$ cat config.mk
export PLATFORM = sky130hd
export DESIGN_NAME = tpi_front
export DESIGN_NICKNAME = d
export VERILOG_FILES = /design/src/rtl/tpi_pkg.sv /design/src/rtl/tpi_front.sv
export SDC_FILE = /design/constraint.sdc
export NUM_CORES = 1
export LEC_CHECK = 0
export CORE_MARGIN = 2
export CORE_UTILIZATION = 40
export DETAILED_ROUTE_END_ITERATION = 6
export DONT_BUFFER_PORTS = 1
export PLACE_DENSITY = 0.54
export SLEW_MARGIN = 20
export SYNTH_ARGS = -nofsm -noshare
export SYNTH_HDL_FRONTEND = slang
export SYNTH_SLANG_ARGS = --single-unit
$ cat constraint.sdc
create_clock -name clk -period 7 [get_ports clk]
set_input_delay 1.4 -clock clk [delete_from_list [all_inputs] [get_ports clk]]
set_output_delay 1.4 -clock clk [all_outputs]
set_load 0.005 [all_outputs]
$ cat src/rtl/tpi_pkg.sv
package tpi_pkg;

  localparam int MaxDegree = 5;
  localparam int NumCoeff  = MaxDegree + 1;
  localparam int FracBits  = 16;
  localparam int StepFrac  = 24;
  localparam int StepShift = 32 - StepFrac;
  localparam int QDepth    = 2;

  localparam int CoeffW = 32;
  localparam int XW     = 32;
  localparam int SumW   = 64;
  localparam int DegW   = 3;
  localparam int IdxW   = 3;

  localparam logic [CoeffW-1:0] Max32 = {1'b0, {(CoeffW-1){1'b1}}};
  localparam logic [CoeffW-1:0] Min32 = {1'b1, {(CoeffW-1){1'b0}}};
  localparam logic [SumW-1:0]   Max64 = {1'b0, {(SumW-1){1'b1}}};
  localparam logic [SumW-1:0]   Min64 = {1'b1, {(SumW-1){1'b0}}};

  localparam logic [31:0] StepReset = 32'd16777216;

  // Register indexes on the configuration port
  localparam logic [IdxW-1:0] REG_COEFF_0 = 3'd0;
  localparam logic [IdxW-1:0] REG_COEFF_1 = 3'd1;
  localparam logic [IdxW-1:0] REG_COEFF_2 = 3'd2;
  localparam logic [IdxW-1:0] REG_COEFF_3 = 3'd3;
  localparam logic [IdxW-1:0] REG_COEFF_4 = 3'd4;
  localparam logic [IdxW-1:0] REG_COEFF_5 = 3'd5;
  localparam logic [IdxW-1:0] REG_DEGREE  = 3'd6;
  localparam logic [IdxW-1:0] REG_STEP    = 3'd7;

  typedef enum logic [1:0] {
    KIND_INNER,
    KIND_FIRST,
    KIND_LAST,
    KIND_SINGLE
  } tpi_kind_t;

  typedef struct packed {
    logic [XW-1:0] x;
    tpi_kind_t     kind;
  } tpi_item_t;

  typedef struct packed {
    logic      valid;
    tpi_item_t item;
  } tpi_qhead_t;

  typedef struct packed {
    logic [1:0] count;
    logic       full;
  } tpi_fstat_t;

  typedef struct packed {
    logic emitting;
    logic idle;
  } tpi_bstat_t;

  typedef struct packed {
    logic [NumCoeff-1:0][CoeffW-1:0] coeff;
    logic [DegW-1:0]                 degree;
    logic [31:0]                     step;
  } tpi_cfg_t;

  typedef enum logic [3:0] {
    ST_IDLE,
    ST_MUL,
    ST_ADD,
    ST_ACCUM,
    ST_ABS,
    ST_SC_LO,
    ST_SC_HI,
    ST_FIN1,
    ST_FIN2,
    ST_EMIT
  } tpi_state_t;

  // Saturate a 64-bit signed value to 32 bits; bit 32 of the result flags saturation.
  function automatic logic [CoeffW:0] sat32(input logic [SumW-1:0] v);
    logic hi_same;
    hi_same = (v[SumW-1:CoeffW-1] == {(SumW-CoeffW+1){1'b0}}) ||
              (v[SumW-1:CoeffW-1] == {(SumW-CoeffW+1){1'b1}});
    if (hi_same) begin
      sat32 = {1'b0, v[CoeffW-1:0]};
    end else if (v[SumW-1]) begin
      sat32 = {1'b1, Min32};
    end else begin
      sat32 = {1'b1, Max32};
    end
  endfunction

endpackage

$ cat src/rtl/tpi_front.sv
module tpi_front
  import tpi_pkg::*;
(
  input  logic             clk,
  input  logic             rst_n,
  input  logic             in_tvalid,
  output logic             in_tready,
  input  logic [XW-1:0]    in_tdata,
  input  logic             in_tuser,
  input  logic             in_tlast,
  input  logic             pop,
  output tpi_qhead_t       q_head,
  output tpi_fstat_t       fstat
);

  tpi_item_t  q_mem_r [QDepth];
  logic       wr_ptr_r, wr_ptr_nxt;
  logic       rd_ptr_r, rd_ptr_nxt;
  logic [1:0] count_r, count_nxt;
  logic       push;
  tpi_kind_t  kind;

  // Classify by the first and last tags
  always_comb begin
    unique case ({in_tlast, in_tuser})
      2'b00:   kind = KIND_INNER;
      2'b01:   kind = KIND_FIRST;
      2'b10:   kind = KIND_LAST;
      default: kind = KIND_SINGLE;
    endcase
  end

  assign in_tready = (count_r != QDepth[1:0]);
  assign push      = in_tvalid && in_tready;

  always_comb begin
    wr_ptr_nxt = push ? ~wr_ptr_r : wr_ptr_r;
    rd_ptr_nxt = pop ? ~rd_ptr_r : rd_ptr_r;
    count_nxt  = count_r + {1'b0, push} - {1'b0, pop};
  end

  always_ff @(posedge clk) begin
    if (!rst_n) begin
      wr_ptr_r <= 1'b0;
      rd_ptr_r <= 1'b0;
      count_r  <= 2'd0;
    end else begin
      wr_ptr_r <= wr_ptr_nxt;
      rd_ptr_r <= rd_ptr_nxt;
      count_r  <= count_nxt;
    end
  end

  always_ff @(posedge clk) begin
    if (push) begin
      q_mem_r[wr_ptr_r] <= '{x: in_tdata, kind: kind};
    end
  end

  assign q_head.valid = (count_r != 2'd0);
  assign q_head.item  = q_mem_r[rd_ptr_r];
  assign fstat.count  = count_r;
  assign fstat.full   = !in_tready;

endmodule

=== Word level (Yosys, flattened, before mapping) ===
Memories as Yosys holds them, arrays and structs flattened. A register that Yosys moved wholly into a read port is not among the register bits.
Cells that the tools add are included.

* Add/sub/neg operators: 2
* Eq/ne operators: 3
* Multiplexer cells: 5
* Bitwise operators: 2
* Reduce and logical (&&, ||, !) cells: 4

{| class="wikitable"
|+ Operators by type and width
! kind !! number
|-
| $pmux 2 s3 || 1
|-
| $mux 1 || 4
|-
| $add 2x1->2 || 1
|-
| $eq 2x1->1 const B || 1
|-
| $eq 2x2->1 const B || 1
|-
| $logic_not 2->1 || 1
|-
| $ne 2x2->1 const B || 1
|-
| $not 1->1 || 2
|-
| $reduce_bool 2->1 || 1
|-
| $sub 2x1->2 || 1
|-
| $logic_and 1x1->1 || 1
|-
| $logic_not 1->1 || 1
|}

* Register bits after elaboration: 4
* Memory bits (writable): 68
* Input port bits: 38
* Output and inout bits: 39
* Memories: 1

{| class="wikitable"
|+ Memories
! memory !! depth !! bits a word !! read ports !! clocked after Yosys merged registers in !! wr ports !! line !! text
|-
| q_mem_r || 2 || 34 || 1 || 1 || 1 || tpi_front.sv:16 || <nowiki>tpi_item_t q_mem_r [QDepth];</nowiki>
|}

=== Depth between registers and ports, before layout ===
Gate-level depths: netlist of the first run.

* Word-level depth: 4
* Depth in mapped cells: 8
* Mapped depth without buffers: 8

=== Worst setup path before layout of the first run ===
OpenSTA, ideal clock, no wires.

* Path type: input-to-reg
* Start: in in_tvalid
* End: mem q_mem_r[0][0] (netlist name) (enable)
* Library setup time: 425 ps
* Arrival time: 2932 ps
* Data required time: 6575 ps
* Setup slack: 3643 ps
* Stages: 2
* Buffers on the path: 0
* Cells stage by stage: nand2_1 nor2_1

* Cells in the longest elaborated chain, start to end: 3

{| class="wikitable"
|+ Ends and longest elaborated chain
! element !! line !! text
|-
| start, declared || tpi_front.sv:6 || <nowiki>input logic in_tvalid,</nowiki>
|-
| $logic_and 1x1->1 || tpi_front.sv:34 || <nowiki>assign push = in_tvalid && in_tready;</nowiki>
|-
| $mux 1 || tpi_front.sv:55 || <nowiki>if (push) begin</nowiki>
|-
| $mux 1 (implied by the code) || tpi_front.sv:56 || <nowiki>q_mem_r[wr_ptr_r] <= '{x: in_tdata, kind: kind};</nowiki>
|-
| end, declared || tpi_front.sv:16 ||
|}

Every way passes these cells.

==> metrics.csv, run 1 <==
stage,metric,value,unit
setup_path,crit_type,register to output port,
logic_synthesis,synthTopCellsByArea,"edfxtp_1 72%, mux2_4 16%, dfxtp_1 3.5%",
hold_path,min_path_type,register to register,
clocking,cts_tree,built,
run,cap_violations,0,
routing,wl_per_cell,18.1,µm
pwr,leakage,1.09,nW
clocking,clock_latency,0.33,ns
place,dp_slack,4.05,ns
logic_synthesis,yosysTopAreaCell,edfxtp_1,
die,die_h,88.4,µm
cells_and_area,insertedDiodeCount,0,
timing,worst_pin_slew,1.01,ns
setup_path,crit_path_max_fanout,34,
logic_synthesis,syn-num-nets,172,
clocking,cts_max_path_buffers,2,
timing,clock_skew,0.00501,ns
pwr,vdd_drop_max,0.000164,V
clocking,clock_sinks,73,
die,die_x,88.4,µm
die,num_rows,30,
cells_and_area,post-route-cell-area,3080,µm²
global_route,grt.overflow.total,0,
clocking,htree_num_levels,3,
die,coreArea,6830,µm²
setup_path,reg2reg_slack,5.08,ns
timing,slew_viol_final,0,
global_route,use_met2,0.204,
clocking,cts_made_buffers,9,
timing,finalCritPeriodShare,0.416,
die,dieArea,7810,µm²
routing,drtIter0Drc,57,
routing,vias_per_cell,4.66,
setup_path,regToRegEndpoint,q_mem_r[0][23]$_DFFE_PP_,
timing,whs,0.542,ns
timing,timing.final.ws_setup,4.09,ns
setup_path,crit_path_end_kind,output port,
cells_and_area,final_layout_size_suffix_gt1_frac,0.380,
outcome,outcome,finished clean,
die,start_util,0.417,
place,place_hpwl,2720,µm
setup_path,reg2reg_from,count_r[0]$_SDFF_PN0_,
cells_and_area,syn_to_final_growth,8.26,%
clocking,cts_root_buffer,clkbuf_8,
place,globalplace.congestion,0.671,
setup_path,cp-endpoint,q_head[33],
logic_synthesis,synth_top_area_frac,0.717,
timing,hold_violations,0,
setup_path,slowest_stage,dfxtp_4,
setup_path,cp_top_family,flip-flops,
cells_and_area,layout_commonest_cell,edfxtp_1,
global_route,grt_max_degree,35,
global_route,grt_pass1_vias,1234,
timing,slew_headroom,0.328,
die,ios,77,
global_route,grt.busiest_layer,met2,
setup_path,ff2ff_path_depth,3,
logic_synthesis,synth-seq-area-share,0.753,
timing,final.min_clock_period,2.91,ns
clocking,post-cts-setup-buffer-count,0,
place,postPlaceCellArea,2900,µm²
clocking,postCtsResizedCells,0,
setup_path,critPathRequiredTime,5.60,ns
global_route,grt_usage,0.116,
setup_path,crit_arrival,1.51,ns
cells_and_area,final_util,0.451,
setup_path,path_buf_inv,0,
global_route,grt_util_met3,0.0616,
routing,routed_wl,4300,µm
place,io_buffers,0,
timing,rsz0062_at_grt,no,
logic_synthesis,synth_seq_cells,73,
clocking,clk_pin_slew,0.07,ns
cells_and_area,num-fill-cells,613,
global_route,use_met1,0.112,
routing,vias,1110,
global_route,antenna_found_initial,0,
setup_path,path_depth,1,
logic_synthesis,syn_inst,132,
cells_and_area,layout_common_cells,"68 x edfxtp_1, 30 x mux2_4, 11 x clkbuf_8",
global_route,grt_first_pass_wirelength,6390,µm
clocking,hold_buffers,0,
setup_path,path_cells,mux2_2,
logic_synthesis,syn_area_per_cell,21.6,µm²
logic_synthesis,synth.distinct_cells,18,
routing,drt_pass1_iterations,4,
pwr,powerDensity,327,nW/µm²
setup_path,cpPeakStageDelay,0.75,ns
timing,setup_viol,0,
timing,final.setup.tns,0,ns
cells_and_area,fin_nets,177,
timing,max_freq,343,MHz
setup_path,critPathLaunchType,register,
routing,ant_nets,0,
routing,drc_errors,0,
logic_synthesis,netlist_area,2850,µm²
logic_synthesis,yosys_warnings,0,
## power breakdown
part           switching [W]  internal (W)  total [W]
Sequential         0.0000305      0.000553   0.000584
Clock               0.000143      0.000146   0.000289
Combinational      0.0000667     0.0000678   0.000135
## state kept, by name (all words and copies together) (netlist names), named ones only
register and flops:
q_mem_r 68, count_r 2, rd_ptr_r 1, wr_ptr_r 1
## synthesized netlist by cell type
master	n
clkbuf_1	2
mux2_2	4
xor2_1	1
inv_1	2
ha_1	2
buf_12	3
mux2_4	30
xnor2_1	2
or2_2	1
dfxtp_1	5
mux2i_1	1
buf_6	1
and3_1	1
nor2_1	1
edfxtp_1	68
and2_1	4
nand2b_1	2
nand2_1	2
## worst min-delay path by stage
stage / from / endpoint / slack [ns] / depth (start not counted)
2_1_floorplan: wr_ptr_r$_SDFFE_PN0P_ / wr_ptr_r$_SDFFE_PN0P_ / 0.45 / 2
3_3_place_gp: wr_ptr_r$_SDFFE_PN0P_ / wr_ptr_r$_SDFFE_PN0P_ / 0.50 / 2
3_5_place_dp: wr_ptr_r$_SDFFE_PN0P_ / wr_ptr_r$_SDFFE_PN0P_ / 0.54 / 2
4_1_cts: wr_ptr_r$_SDFFE_PN0P_ / wr_ptr_r$_SDFFE_PN0P_ / 0.55 / 2
5_1_grt: rd_ptr_r$_SDFFE_PN0P_ / register / 0.59 / 2
6_report: wr_ptr_r$_SDFFE_PN0P_ / wr_ptr_r$_SDFFE_PN0P_ / 0.54 / 2
## cell type report
cell class	instances	area (µm²)	area share
inverter	2	7.51	0.00244
sequential	73	2150	0.696
multi-input combinational	51	627	0.203
clock inverter	5	30.0	0.00974
clock buffer	11	151	0.0491
tap	96	120	0.0390
## layer usage
metal	up-vias	share of wire	routed length, µm
li1	509	-	-
met1	550	0.36	1550
met2	46	0.53	2280
met3	5	0.095	409
met4	0	0.014	60
met5	-	0	0
## stage by stage
| stage | instances | total power, W |
|---|---|---|
| 4_1_cts | 238 | 0.00103 |
| 2_1_floorplan | 132 | 0.000707 |
| 6_report | 238 | 0.00101 |
| 5_1_grt | 238 | 0.00106 |
| 3_3_place_gp | 222 | 0.000726 |
| 3_5_place_dp | 222 | 0.000735 |
## logic make-up (layout without fill, tap and decap cells)
kind of cell,count (synthesis),count (layout),synth area share
mux,35,35,0.178
flops,73,73,0.753
simple gates,11,11,0.0215
buf+inv,8,18,0.0303
xor+xnor,3,3,0.00923
fa+ha+maj,2,2,0.00879
Power figures use the tool's default switching activity.
==> run 2: changes to the inputs <==
==> constraint.sdc (replaced) <==
create_clock -name clk -period 2.89 [get_ports clk]
set_input_delay 0.578 -clock clk [delete_from_list [all_inputs] [get_ports clk]]
set_output_delay 0.578 -clock clk [all_outputs]
set_load 0.005 [all_outputs]
==> run 2 against run 1 <==
Cell area is 2.0% higher. Global-route usage hardly changed. Via count is 0.72% lower. First-iteration DRC count is 11% lower. Sequential cell count stayed put. Sequential power is 140% higher. Final cell count is 0.84% higher. Clock skew is 0.0011 ns higher. Wire length is 1.5% higher. Non-clock buffer count is 2 higher. Count of clock-buffer cells in the layout is 2 lower. Setup slack worse by 3.4 ns. Critical path type unchanged. Critical endpoint unchanged.
==> metrics.csv, run 2 (same netlist as run 1, synthesis figures left out) <==
stage,metric,value,unit,change
clocking,clk_pin_slew,0.08,ns,was 0.07 ns
setup_path,cp_top_family,flip-flops,,unchanged
pwr,p_comb_frac,0.134,,about the same
cells_and_area,syn_to_final_growth,10.4,%,was 8.26%
setup_path,reg2reg_from,count_r[0]$_SDFF_PN0_,,unchanged
die,start_util,0.417,,unchanged
die,die_h,88.4,µm,unchanged
cells_and_area,largest_reg_flops,68,,unchanged
routing,vias_per_cell,4.59,,was 4.66
setup_path,crit_path_end_kind,output port,,unchanged
global_route,grt_pass1_vias,1181,,was 1234
setup_path,crit_path_max_fanout,22,,was 34
setup_path,path_buf_inv,1,,was 0
timing,slew_headroom,0.457,,was 0.328
timing,rsz0062_at_grt,no,,unchanged
die,ios,77,,unchanged
clocking,cts_tree,built,,unchanged
timing,setup_viol,0,,unchanged
cells_and_area,fin_nets,179,,was 177
routing,vias,1102,,was 1110
setup_path,slowest_stage,dfxtp_2,,was dfxtp_4
clocking,cts_root_buffer,clkbuf_8,,unchanged
clocking,clock_sinks,73,,unchanged
place,io_buffers,0,,unchanged
global_route,grt.overflow.total,0,,unchanged
setup_path,critPathRequiredTime,2.31,ns,was 5.60 ns
timing,max_freq,461,MHz,
timing,slew_viol_final,0,,unchanged
die,die_x,88.4,µm,unchanged
setup_path,critPathLaunchType,register,,unchanged
timing,whs,0.325,ns,was 0.542 ns
outcome,outcome,finished clean,,unchanged
setup_path,crit_type,register to output port,,unchanged
global_route,grt_first_pass_wirelength,6320,µm,was 6390 µm
run,cap_violations,0,,unchanged
clocking,post-cts-setup-buffer-count,0,,unchanged
clocking,postCtsResizedCells,0,,unchanged
setup_path,path_cells,buf_12 > mux2_2,,was mux2_2
cells_and_area,layout_commonest_cell,edfxtp_1,,unchanged
setup_path,reg2reg_slack,1.05,ns,was 5.08 ns
pwr,p_int,0.00200,W,was 0.000767 W
clocking,cts_made_buffers,9,,unchanged
hold_path,worstHoldEndpoint,q_mem_r[1][28]$_DFFE_PP_,,was wr_ptr_r$_SDFFE_PN0P_
setup_path,cpPeakStageDelay,0.61,ns,was 0.75 ns
die,coreArea,6830,µm²,unchanged
setup_path,crit_arrival,1.59,ns,was 1.51 ns
pwr,powerDensity,831,nW/µm²,was 327 nW/µm²
hold_path,hold_path.startpoint,in_tdata[26],,was wr_ptr_r$_SDFFE_PN0P_
clocking,htree_num_levels,3,,unchanged
timing,final.min_clock_period,2.17,ns,
timing,hold_violations,0,,unchanged
pwr,sw_frac_of_total,0.235,,was 0.238
hold_path,min_path_type,primary input to register,,was register to register
cells_and_area,insertedDiodeCount,0,,unchanged
routing,wl_per_cell,18.2,µm,was 18.1 µm
routing,drtIter0Drc,51,,was 57
global_route,grt_usage,0.116,,about the same
cells_and_area,layout_common_cells,"68 x edfxtp_1, 30 x mux2_4, 9 x clkbuf_8",,"was 68 x edfxtp_1, 30 x mux2_4, 11 x clkbuf_8"
timing,worst_pin_slew,0.815,ns,was 1.01 ns
routing,routed_wl,4370,µm,was 4300 µm
cells_and_area,final_layout_size_suffix_gt1_frac,0.382,,was 0.380
timing,finalCritPeriodShare,0.750,,
clocking,hold_buffers,0,,unchanged
cells_and_area,regMostFlops,q_mem_r,,unchanged
pwr,seq_power_share,0.535,,was 0.580
pwr,leakage,1.11,nW,was 1.09 nW
pwr,p_clk_frac,0.331,,was 0.287
place,place_hpwl,2850,µm,was 2720 µm
hold_path,min_path_cells,0,,was 2
cells_and_area,reg_top3,"q_mem_r x68, count_r x2",,unchanged
timing,clock_skew,0.00610,ns,was 0.00501 ns
routing,drc_errors,0,,unchanged
global_route,grt_max_degree,35,,unchanged
timing,final.setup.tns,0,ns,unchanged
die,num_rows,30,,unchanged
place,globalplace.congestion,0.658,,was 0.671
clocking,clock_latency,0.34,ns,was 0.33 ns
routing,ant_nets,0,,unchanged
global_route,antenna_found_initial,0,,unchanged
routing,drt_pass1_iterations,4,,unchanged
clocking,cts_max_path_buffers,2,,unchanged
setup_path,regToRegEndpoint,q_mem_r[0][24]$_DFFE_PP_,,was q_mem_r[0][23]$_DFFE_PP_
setup_path,ff2ff_path_depth,4,,was 3
pwr,p_sw,0.000615,W,was 0.000240 W
pwr,vdd_drop_max,0.000356,V,was 0.000164 V
die,dieArea,7810,µm²,unchanged
==> run 2: cell count changes in the layout (fill, tap and decap cells not counted), sizes merged <==
cell      previous run  this run
buf                  0         2
bufinv               0         2
clkbuf              11         9
clkinvlp             2         1
inv                  2         3
==> run 2: routing by layer <==
layer  routed length [µm]  track usage
met5                    0            0
met4                   99       0.0744
met3                  349       0.0522
met2                 2200        0.183
met1                 1720        0.127
==> run 2: through the flow <==
stage / worst slack (ns) / power, W / instances / util / cell area [µm²]
after floorplan: 0.355 / 0.00171 / 132 / - / 2850
after global routing: 0.633 / 0.00273 / 240 / 0.460 / 3140
final: 0.721 / 0.00261 / 240 / 0.460 / 3140
after global placement: 1.09 / 0.00177 / 224 / 0.428 / 2930
after CTS: 0.666 / 0.00265 / 240 / 0.460 / 3140
after detailed placement: 1.02 / 0.00179 / 224 / 0.428 / 2930
==> run 2: area by class of cell <==
class	count	area, µm²
Timing Repair Buffer	2	27.5
Clock buffer	9	124
Fill cell	607	3690
Clock inverter	7	93.8
Sequential cell	73	2140
Multi-Input combinational cell	51	627
Inverter	2	7.51
Tap cell	96	120
==> run 2: worst reg2reg max path, delay by kind of cell (launching register included) <==
family / cells / cell delay (ns)
DFF: 1 / 0.39
buffers and inverters: 1 / 0.38
and+or+nand+nor: 3 / 0.74
==> run 2: power groups by stage <==
| stage | clock, W | sequential [W] | combinational, W |
|---|---|---|---|
| global route | 0.000934 | 0.00141 | 0.000387 |
| floorplan | 0 | 0.00140 | 0.000313 |
| global placement | 0 | 0.00141 | 0.000355 |
| CTS | 0.000890 | 0.00140 | 0.000365 |
| finish | 0.000863 | 0.00140 | 0.000351 |
| detailed placement | 0 | 0.00142 | 0.000364 |
==> run 2: worst max path at each step <==
stage,endpoint,cells after the start,slack (ns),startpoint
2_1_floorplan,q_mem_r[0][0]$_DFFE_PP_,2,0.36,in_tvalid
3_3_place_gp,q_head[33],2,1.09,register
3_5_place_dp,q_mem_r[0][25]$_DFFE_PP_,4,1.02,count_r[0]$_SDFF_PN0_
4_1_cts,q_head[33],2,0.67,register
5_1_grt,q_head[2],2,0.63,register
6_report,q_head[33],2,0.72,register
